### src/hw/rtl/hsfcp_pkg.sv
package hsfcp_pkg;

  localparam int unsigned ByteW    = 8;
  localparam int unsigned ValueW   = 16;
  localparam int unsigned PosW     = 3;
  localparam int unsigned CfgIdxW  = 2;

  localparam logic [ByteW-1:0] HeaderFirstRst  = 8'hA5;
  localparam logic [ByteW-1:0] HeaderSecondRst = 8'h5A;
  localparam logic [ByteW-1:0] ResetOpcodeRst  = 8'h01;

  // position of the checksum byte; the frame is six bytes long
  localparam logic [PosW-1:0] PosChecksum = 3'd5;

  typedef enum logic [CfgIdxW-1:0] {
    CFG_HEADER_FIRST  = 2'd0,
    CFG_HEADER_SECOND = 2'd1,
    CFG_RESET_OPCODE  = 2'd2
  } cfg_idx_e;

  typedef enum logic [1:0] {
    ST_RESET_OK = 2'd0,
    ST_CHECKSUM = 2'd1,
    ST_UNKNOWN  = 2'd2
  } status_e;

  typedef struct packed {
    logic [ByteW-1:0] header_first;
    logic [ByteW-1:0] header_second;
    logic [ByteW-1:0] reset_opcode;
  } cfg_t;

  typedef struct packed {
    status_e           status;
    logic [ByteW-1:0]  command_code;
    logic [ValueW-1:0] command_value;
    logic              reset_request;
  } result_t;

endpackage

### src/hw/rtl/hsfcp_cfg_regs.sv
module hsfcp_cfg_regs (
  input  logic                           clk_i,
  input  logic                           rst_ni,
  input  logic                           cfg_valid_i,
  output logic                           cfg_ready_o,
  input  logic [hsfcp_pkg::CfgIdxW-1:0]  cfg_index_i,
  input  logic [hsfcp_pkg::ByteW-1:0]    cfg_data_i,
  output hsfcp_pkg::cfg_t                cfg_o
);

  hsfcp_pkg::cfg_t cfg_q, cfg_d;

  assign cfg_ready_o = 1'b1;

  always_comb begin
    cfg_d = cfg_q;
    if (cfg_valid_i) begin
      unique case (hsfcp_pkg::cfg_idx_e'(cfg_index_i))
        hsfcp_pkg::CFG_HEADER_FIRST:  cfg_d.header_first  = cfg_data_i;
        hsfcp_pkg::CFG_HEADER_SECOND: cfg_d.header_second = cfg_data_i;
        hsfcp_pkg::CFG_RESET_OPCODE:  cfg_d.reset_opcode  = cfg_data_i;
        default: ; // unmapped index: write dropped
      endcase
    end
  end

  always_ff @(posedge clk_i or negedge rst_ni) begin
    if (!rst_ni) begin
      cfg_q.header_first  <= hsfcp_pkg::HeaderFirstRst;
      cfg_q.header_second <= hsfcp_pkg::HeaderSecondRst;
      cfg_q.reset_opcode  <= hsfcp_pkg::ResetOpcodeRst;
    end else begin
      cfg_q <= cfg_d;
    end
  end

  assign cfg_o = cfg_q;

endmodule

### src/hw/rtl/hsfcp_parser.sv
module hsfcp_parser (
  input  logic                         clk_i,
  input  logic                         rst_ni,
  input  hsfcp_pkg::cfg_t              cfg_i,
  input  logic                         in_valid_i,
  output logic                         in_stall_o,
  input  logic [hsfcp_pkg::ByteW-1:0]  rx_byte_i,
  output logic                         res_valid_o,
  input  logic                         res_ready_i,
  output hsfcp_pkg::result_t           res_o
);

  logic                          byte_valid_q;
  logic [hsfcp_pkg::ByteW-1:0]   byte_q;
  logic [hsfcp_pkg::PosW-1:0]    pos_q, pos_d;
  logic [hsfcp_pkg::ByteW-1:0]   xor_q, xor_d;
  logic [hsfcp_pkg::ByteW-1:0]   cmd_q, cmd_d;
  logic [hsfcp_pkg::ValueW-1:0]  val_q, val_d;
  logic                          last_byte;
  logic                          consume;
  logic                          accept;

  // positions above the checksum slot cannot occur; treat them like it
  assign last_byte   = (pos_q >= hsfcp_pkg::PosChecksum);
  assign consume     = byte_valid_q && (!last_byte || res_ready_i);
  assign in_stall_o  = byte_valid_q && !consume;
  assign accept      = in_valid_i && !in_stall_o;
  assign res_valid_o = byte_valid_q && last_byte;

  always_comb begin
    pos_d = pos_q;
    xor_d = xor_q;
    cmd_d = cmd_q;
    val_d = val_q;
    case (pos_q)
      3'd0: begin
        if (byte_q == cfg_i.header_first) begin
          xor_d = byte_q;
          pos_d = 3'd1;
        end
      end
      3'd1: begin
        // second header is checked first so equal headers still sync
        if (byte_q == cfg_i.header_second) begin
          xor_d = xor_q ^ byte_q;
          pos_d = 3'd2;
        end else if (byte_q == cfg_i.header_first) begin
          xor_d = byte_q;
        end else begin
          pos_d = 3'd0;
        end
      end
      3'd2: begin
        cmd_d = byte_q;
        xor_d = xor_q ^ byte_q;
        pos_d = 3'd3;
      end
      3'd3: begin
        val_d = {byte_q, {hsfcp_pkg::ByteW{1'b0}}};
        xor_d = xor_q ^ byte_q;
        pos_d = 3'd4;
      end
      3'd4: begin
        val_d = {val_q[hsfcp_pkg::ValueW-1:hsfcp_pkg::ByteW], byte_q};
        xor_d = xor_q ^ byte_q;
        pos_d = 3'd5;
      end
      default: begin
        pos_d = 3'd0;
        xor_d = '0;
      end
    endcase
  end

  always_comb begin
    res_o.command_code  = cmd_q;
    res_o.command_value = val_q;
    res_o.reset_request = 1'b0;
    if (xor_q != byte_q) begin
      res_o.status = hsfcp_pkg::ST_CHECKSUM;
    end else if (cmd_q != cfg_i.reset_opcode || val_q != '0) begin
      res_o.status = hsfcp_pkg::ST_UNKNOWN;
    end else begin
      res_o.status        = hsfcp_pkg::ST_RESET_OK;
      res_o.reset_request = 1'b1;
    end
  end

  always_ff @(posedge clk_i or negedge rst_ni) begin
    if (!rst_ni) begin
      byte_valid_q <= 1'b0;
      pos_q        <= '0;
      xor_q        <= '0;
      cmd_q        <= '0;
      val_q        <= '0;
    end else begin
      if (accept) begin
        byte_valid_q <= 1'b1;
      end else if (consume) begin
        byte_valid_q <= 1'b0;
      end
      if (consume) begin
        pos_q <= pos_d;
        xor_q <= xor_d;
        cmd_q <= cmd_d;
        val_q <= val_d;
      end
    end
  end

  always_ff @(posedge clk_i) begin
    if (accept) begin
      byte_q <= rx_byte_i;
    end
  end

  a_pos_range: assert property (@(posedge clk_i) disable iff (!rst_ni)
    pos_q <= hsfcp_pkg::PosChecksum)
    else $error("frame position out of range");

  a_stall_only_on_result: assert property (@(posedge clk_i) disable iff (!rst_ni)
    in_stall_o |-> (res_valid_o && !res_ready_i))
    else $error("input stalled without a blocked result");

  a_frame_restart: assert property (@(posedge clk_i) disable iff (!rst_ni)
    (consume && last_byte) |=> (pos_q == '0 && xor_q == '0))
    else $error("parser did not restart after checksum byte");

  a_req_matches_status: assert property (@(posedge clk_i) disable iff (!rst_ni)
    res_valid_o |-> (res_o.reset_request == (res_o.status == hsfcp_pkg::ST_RESET_OK)))
    else $error("reset request disagrees with frame status");

endmodule

### src/hw/rtl/hsfcp_out_reg.sv
module hsfcp_out_reg (
  input  logic                           clk_i,
  input  logic                           rst_ni,
  input  logic                           res_valid_i,
  output logic                           res_ready_o,
  input  hsfcp_pkg::result_t             res_i,
  output logic                           out_valid_o,
  input  logic                           out_stall_i,
  output logic [1:0]                     frame_status_o,
  output logic [hsfcp_pkg::ByteW-1:0]    command_code_o,
  output logic [hsfcp_pkg::ValueW-1:0]   command_value_o,
  output logic                           reset_request_o
);

  logic               valid_q;
  hsfcp_pkg::result_t res_q;
  logic               load;

  assign res_ready_o = !valid_q || !out_stall_i;
  assign load        = res_valid_i && res_ready_o;

  always_ff @(posedge clk_i or negedge rst_ni) begin
    if (!rst_ni) begin
      valid_q <= 1'b0;
    end else if (res_ready_o) begin
      valid_q <= res_valid_i;
    end
  end

  always_ff @(posedge clk_i) begin
    if (load) begin
      res_q <= res_i;
    end
  end

  assign out_valid_o     = valid_q;
  assign frame_status_o  = res_q.status;
  assign command_code_o  = res_q.command_code;
  assign command_value_o = res_q.command_value;
  assign reset_request_o = res_q.reset_request;

endmodule

### src/hw/rtl/header_sync_frame_command_parser_top.sv
// Six-byte frame parser: header_first, header_second, command, value high,
// value low, XOR checksum of the five bytes before it.
// Byte input: in_valid_i / in_stall_o / rx_byte_i; a transfer happens when
// valid is high and stall is low. One byte per cycle is taken unless stalled.
// Result output: out_valid_o / out_stall_i with frame_status_o, command_code_o,
// command_value_o and reset_request_o; one result per completed frame, none
// for the other bytes.
// A checksum byte's result reaches the outputs through the input register and
// then the result register.
// A stalled result holds in the result register; the input side keeps taking
// bytes until a second finished frame would need the result register, then
// in_stall_o rises until the receiver takes the pending result.
// Config: cfg_valid_i / cfg_ready_o / cfg_index_i / cfg_data_i; ready is
// always high. Index 0 header_first, 1 header_second, 2 reset_opcode; other
// indexes are ignored. Write only while no frame byte is in flight.
// Reset: registers return to 0xA5 / 0x5A / 0x01, the parser waits for a
// header and no result is pending.
module header_sync_frame_command_parser_top (
  input  logic                           clk_i,
  input  logic                           rst_ni,
  input  logic                           cfg_valid_i,
  output logic                           cfg_ready_o,
  input  logic [hsfcp_pkg::CfgIdxW-1:0]  cfg_index_i,
  input  logic [hsfcp_pkg::ByteW-1:0]    cfg_data_i,
  input  logic                           in_valid_i,
  output logic                           in_stall_o,
  input  logic [hsfcp_pkg::ByteW-1:0]    rx_byte_i,
  output logic                           out_valid_o,
  input  logic                           out_stall_i,
  output logic [1:0]                     frame_status_o,
  output logic [hsfcp_pkg::ByteW-1:0]    command_code_o,
  output logic [hsfcp_pkg::ValueW-1:0]   command_value_o,
  output logic                           reset_request_o
);

  hsfcp_pkg::cfg_t    cfg;
  hsfcp_pkg::result_t res;
  logic               res_valid;
  logic               res_ready;

  hsfcp_cfg_regs u_cfg_regs (
    .clk_i       (clk_i),
    .rst_ni      (rst_ni),
    .cfg_valid_i (cfg_valid_i),
    .cfg_ready_o (cfg_ready_o),
    .cfg_index_i (cfg_index_i),
    .cfg_data_i  (cfg_data_i),
    .cfg_o       (cfg)
  );

  hsfcp_parser u_parser (
    .clk_i       (clk_i),
    .rst_ni      (rst_ni),
    .cfg_i       (cfg),
    .in_valid_i  (in_valid_i),
    .in_stall_o  (in_stall_o),
    .rx_byte_i   (rx_byte_i),
    .res_valid_o (res_valid),
    .res_ready_i (res_ready),
    .res_o       (res)
  );

  hsfcp_out_reg u_out_reg (
    .clk_i           (clk_i),
    .rst_ni          (rst_ni),
    .res_valid_i     (res_valid),
    .res_ready_o     (res_ready),
    .res_i           (res),
    .out_valid_o     (out_valid_o),
    .out_stall_i     (out_stall_i),
    .frame_status_o  (frame_status_o),
    .command_code_o  (command_code_o),
    .command_value_o (command_value_o),
    .reset_request_o (reset_request_o)
  );

endmodule

### config.mk
export PLATFORM = sky130hd
export DESIGN_NAME = header_sync_frame_command_parser_top
export DESIGN_NICKNAME = d
export VERILOG_FILES = /design/src/hw/rtl/hsfcp_pkg.sv /design/src/hw/rtl/hsfcp_cfg_regs.sv /design/src/hw/rtl/hsfcp_parser.sv /design/src/hw/rtl/hsfcp_out_reg.sv /design/src/hw/rtl/header_sync_frame_command_parser_top.sv
export SDC_FILE = /design/constraint.sdc
export NUM_CORES = 1
export LEC_CHECK = 0
export ABC_AREA = 0
export BUFFER_PORTS_ARGS = -buffer_cell sky130_fd_sc_hd__buf_2
export CELL_PAD_IN_SITES_DETAIL_PLACEMENT = 1
export CELL_PAD_IN_SITES_GLOBAL_PLACEMENT = 1
export CORE_UTILIZATION = 25
export CTS_CLUSTER_SIZE = 28
export DETAILED_ROUTE_END_ITERATION = 10
export HOLD_SLACK_MARGIN = 0.05
export PLACE_DENSITY = 0.61
export SLEW_MARGIN = 10
export SYNTH_ARGS = -nofsm -noshare
export SYNTH_HDL_FRONTEND = slang
export SYNTH_SLANG_ARGS = --single-unit
### constraint.sdc
create_clock -name clk_i -period 2.44 [get_ports clk_i]
set_input_delay 0.244 -clock clk_i [delete_from_list [all_inputs] [get_ports clk_i]]
set_output_delay 0.244 -clock clk_i [all_outputs]
set_load 0.02 [all_outputs]
==> results of run 1 <==
==> kinds of logic (layout without fill, tap and decap cells) <==
logic type / after synthesis / after routing
flip-flops: 96 / 96
AND/OR/NAND/NOR: 91 / 91
AO/OA/AOI/OAI: 59 / 59
multiplexers: 40 / 40
buffers and inverters: 34 / 95
XOR/XNOR: 32 / 32
other: 1 / 1
==> sequential cells by signal, indices dropped and copies added, names as in the netlist, 2 cells and up <==
| name | count |
|---|---|
| u_parser.byte_q | 8 |
| u_parser.pos_q | 3 |
| u_out_reg.frame_status_o | 2 |
| u_out_reg.command_value_o | 16 |
| u_parser.xor_q | 8 |
| u_cfg_regs.cfg_o | 24 |
| u_out_reg.command_code_o | 8 |
| u_parser.cmd_q | 8 |
| u_parser.val_q | 16 |
==> cell usage in the layout (no fill, tap or decap), types with 8 or more instances in the layout <==
cell type and n:
clkbuf_16 9, buf_2 51, xor2_1 16, o211ai_1 16
dfstp_2 9, buf_4 18, nand2b_1 8, edfxtp_1 35
dfrtp_1 52, nand2_1 22, o21ai_0 16, a32oi_1 8
nand4b_1 8, inv_1 8, or3_1 9, mux2_2 40
xnor2_1 16
==> where the power goes <==
group	internal [mW]	total, mW	leakage (nW)	switching [mW]
registers	2.04	2.32	1.08	0.278
logic	0.512	1.11	0.830	0.595
clock network	0.821	1.42	0.144	0.595
total	3.38	4.84	2.05	1.47
==> metrics by stage <==
step,cells,utilization (%),cell area (um2),power [mW],hold WS [ns]
detailed placement,622,28.8,5030,3.46,0.240
global placement,622,28.8,5030,3.39,0.232
global route,639,30.5,5340,5.11,0.0651
CTS,639,30.5,5340,4.92,0.0614
finish,639,30.5,5340,4.84,0.0716
floorplan,353,-,4510,3.11,-0.0516
==> final cells by class <==
type,instances,area [um2],share of cell area (%)
timing repair buffer,70,400,7.50
multi-input combinational,223,1730,32.5
tap,225,282,5.28
clock buffer,11,243,4.55
sequential,96,2590,48.5
inverter,9,33.8,0.633
clock inverter,5,55.1,1.03
==> routing by layer <==
metal  up-vias  global-route usage [%]  share of wire, %
li1       1402                       -                 -
met1      1532                    16.5                46
met2        63                    20.1                47
met3        20                    2.65               3.3
met4         0                    6.36               2.9
met5         -                       0                 0
==> path summary, 6_finish.rpt <==
| path | cells after the start | startpoint | endpoint |
|---|---|---|---|
| hold / removal | 1 | rx_byte_i[0] | u_parser.byte_q[0] |
| setup / recovery | 5 | u_parser.byte_q[4] | u_parser.xor_q[1] |
| setup reg to reg | 5 | u_parser.byte_q[4] | u_parser.xor_q[1] |
| hold reg to reg | 0 | u_parser.val_q[4] | u_out_reg.command_value_o[4] |
| max in group asynchronous | 3 | rst_ni | u_cfg_regs.cfg_o[0] |
| min in group asynchronous | 2 | rst_ni | u_parser.byte_valid_q |
==> worst max-delay path: stages, from the launching register on <==
cell and delay, ns:
edfxtp_1 0.74, xnor2_1 0.19, nand4_1 0.16, o31a_1 0.55, a211oi_1 0.35, o211ai_1 0.12
==> results.json, run 1 <==
{
  "synthAdderAreaFrac_pct": 0,
  "synth_compound_area_share_pct": 9.49,
  "required_ns": 2.67,
  "io_pins": 53,
  "worst_pin_slew_ns": 0.716,
  "final_hold_viol_count": 0,
  "cts_resized": 0,
  "drc_errors": 0,
  "antenna_left": 0,
  "overflow": 0,
  "drv_cap": 0,
  "post-cts-setup-buffers": 0,
  "synth.most_common_cell": "dfrtp_1",
  "synth_commonest_cells": "52 x dfrtp_1, 40 x mux2_2, 35 x edfxtp_1, 22 x nand2_1",
  "ys_ff_latch": 96,
  "nets": 432,
  "slew_viol_final": 0,
  "timing.reg2reg.setup_slack_ns": 0.20,
  "synth_mux_area_share_pct": 9.99,
  "tns_ns": 0,
  "final.setup_skew_ns": 0.00748,
  "worstSetupPathType": "reg2reg",
  "cts_num_sinks": 96,
  "grt_max_degree": 28,
  "worst_slack_ns": 0.201,
  "grt_pass1_vias": 3071,
  "holdCritPathClass": "in2reg",
  "yosysWarnings": 0,
  "endpoint_kind": "flip-flop",
  "dieWidth_um": 136,
  "synth_top_cell_area_share_pct": 28.8,
  "post_drt_wl_per_cell_um": 17.4,
  "clockRootBuffer": "clkbuf_16",
  "dr.pass1.iters": 4,
  "grt_use_total_pct": 12.7,
  "seq_area_frac_synth_pct": 57.4,
  "irDropWorstVdd_uv": 428,
  "dr_total_vias": 3017,
  "start_kind": "flip-flop",
  "clk_pin_slew_ns": 0.07,
  "cts_htree_levels": 3,
  "grt_pass1_wl_mm": 17.5,
  "synth_xor_area_share_pct": 6.21,
  "syn_area_um2": 4510,
  "drt_iter0_drc": 153,
  "synth-simple-area-share_pct": 12.6,
  "start_util_pct": 25.8,
  "fin_crit_ns": 2.24,
  "design.die.area_um2": 18600,
  "slew_headroom_pct": 52.2,
  "drive_gt1_share_pct": 36.2,
  "antenna_found_initial": 0,
  "rsz0062_at_grt": "false",
  "synth_edf_count": 35,
  "antennaDiodeCount": 0,
  "clock_latency_ns": 0.35,
  "cts_hold_buffers": 1,
  "clock_path_buffers": 2,
  "yosys.area.top_type": "dfrtp_1",
  "yosysUniqueCellTypes": 51,
  "status": "complete, no violations",
  "setup_viol": 0,
  "synthTopCellsByArea": "dfrtp_1 29%, edfxtp_1 23%, mux2_2 10%",
  "port_buffers": 51,
  "fp-row-count": 48,
  "syn_inst": 353,
  "routed_via_density": 4.72,
  "ys_async_sr_fraction_pct": 63.5,
  "fin_crit_sh_pct": 91.8,
  "cts_tree": "done",
  "wirelength_mm": 11.1,
  "power.density_nw_per_um2": 908,
  "syn_nets": 376,
  "chipHeight_um": 136,
  "post-place-ws_ns": 0.226,
  "num-fill-cells": 1915,
  "dp.final_hpwl_mm": 7.96,
  "cp_max_fo": 16,
  "avgSynthCellArea_um2": 12.8,
  "power.leakage_nw": 2.05,
  "area_growth_pct": 18.3,
  "synth_top_family_by_area": "simple AND/OR/NAND/NOR gates",
  "fmax_mhz": 447,
  "crit_arrival_ns": 2.47,
  "gp_congestion": 0.797,
  "cts_buffers": 9,
  "synthFlopType": "dfrtp_1",
  "core_area_um2": 17500
}
(Power assumes the default switching activity.)
==> run 2: changes to the inputs <==
Settings changed: PLACE_DENSITY 0.61 to not set, PLACE_DENSITY_LB_ADDON set to 0.1.
==> results.json, run 2 (same netlist as run 1, synthesis figures left out) <==
{
  "fin_util_pct": 30.6,
  "critPathMaxStageDelay_ns": 0.68,
  "drv_cap": 0,
  "fin_crit_sh_pct": 86.4,
  "drt_iter0_drc": 136,
  "dieWidth_um": 136,
  "clock_latency_ns": 0.34,
  "clk_pin_slew_ns": 0.06,
  "final.setup_skew_ns": 0.00860,
  "final_common_cell": "dfrtp_1",
  "place_inst": 625,
  "design.die.area_um2": 18600,
  "io_pins": 53,
  "path_cells": "xnor2_1 -> nand4_1 -> o31a_1 -> a211oi_1 -> o211ai_1",
  "cp_max_fo": 16,
  "dr.pass1.iters": 4,
  "routed_via_density": 4.65,
  "port_buffers": 51,
  "slew_headroom_pct": 40.2,
  "placed_cell_area_um2": 5060,
  "start_util_pct": 25.8,
  "clockRootBuffer": "clkbuf_16",
  "drc_errors": 0,
  "fin_crit_ns": 2.11,
  "crit_arrival_ns": 2.32,
  "required_ns": 2.65,
  "core_area_um2": 17500,
  "irDropWorstVdd_uv": 362,
  "design_area_um2": 5350,
  "chipHeight_um": 136,
  "antennaDiodeCount": 0,
  "antenna_left": 0,
  "layout.cells.non_filler": 642,
  "slew_viol_final": 0,
  "status": "complete, no violations",
  "rsz0062_at_grt": "false",
  "cts_htree_levels": 3,
  "overflow": 0,
  "nets": 435,
  "start_kind": "flip-flop",
  "final_hold_viol_count": 0,
  "hold_slack_ns": 0.0761,
  "cts_num_sinks": 96,
  "worst_pin_slew_ns": 0.895,
  "cts_resized": 0,
  "setup_viol": 0,
  "fp-row-count": 48,
  "mostFrequentLayoutCells": "52 x dfrtp_1, 51 x buf_2, 40 x mux2_2",
  "power.density_nw_per_um2": 894,
  "drive_gt1_share_pct": 36.5,
  "cp_slowest_cell": "edfxtp_1",
  "area_growth_pct": 18.6,
  "fmax_mhz": 474,
  "cts_buffers": 9,
  "power.leakage_nw": 2.06,
  "wirelength_mm": 12.0,
  "cts_tree": "done",
  "grt_max_degree": 62,
  "clock_path_buffers": 2,
  "dp.final_hpwl_mm": 8.20,
  "post-place-ws_ns": 0.331,
  "largest_reg_flops": 24,
  "power_mw": 4.78,
  "grt_pass1_wl_mm": 18.8,
  "post-cts-setup-buffers": 0,
  "grt_use_total_pct": 13.8,
  "dr_total_vias": 2986,
  "antenna_found_initial": 0,
  "cts_hold_buffers": 1,
  "worstSetupPathType": "reg2reg",
  "endpoint_kind": "flip-flop",
  "tns_ns": 0,
  "gp_congestion": 0.711,
  "holdCritPathClass": "in2reg",
  "grt_pass1_vias": 3167,
  "post_drt_wl_per_cell_um": 18.6,
  "worst_slack_ns": 0.332
}
## run 2: cell count changes in the layout (fill, tap and decap cells not counted), sizes merged
| cell | change |
|---|---|
| buf | +3 |
| inv | -1 |
| clkinv | +2 |
| clkbuf | -1 |
| bufinv | -1 |
| clkinvlp | +1 |
## run 2: report_power, final
group / internal (mW) / switching (mW)
registers: 2.04 / 0.264
clock network: 0.711 / 0.617
logic: 0.518 / 0.630
total: 3.27 / 1.51
## run 2: final cells by class
cell class              instances  area (um2)
clock buffers                  10         239
clock inverters                 6        35.0
fillers                      1890       12100
inverters                       9        33.8
multi-input cells             223        1730
flip-flops and latches         96        2590
well taps                     225         282
repair buffers                 73         435
## run 2: worst paths after layout
check                              startpoint  slack [ns]                       endpoint  cells after the start
setup reg to reg           u_parser.byte_q[7]        0.33              u_parser.xor_q[1]                      5
hold / removal                   rx_byte_i[1]        0.08             u_parser.byte_q[1]                      1
min in group asynchronous              rst_ni        0.42              u_parser.pos_q[1]                      3
setup / recovery           u_parser.byte_q[7]        0.33              u_parser.xor_q[1]                      5
hold reg to reg            u_parser.val_q[11]        0.48  u_out_reg.command_value_o[11]                      0
max in group asynchronous              rst_ni        1.65           u_cfg_regs.cfg_o[14]                      3
## run 2: worst max-delay path, delay by kind of cell (launching register included)
family	cells	cell delay [ns]
compound gates	3	0.99
flops	1	0.68
xor+xnor	1	0.18
simple gates	1	0.12
## run 2: metal layers
layer / vias to the layer above / wire (um) / GRT usage (%)
met5: - / 0 / 0
met2: 47 / 5570 / 21.7
met3: 10 / 290 / 2.61
met1: 1523 / 5940 / 19.0
met4: 0 / 153 / 4.75
li1: 1406 / - / -
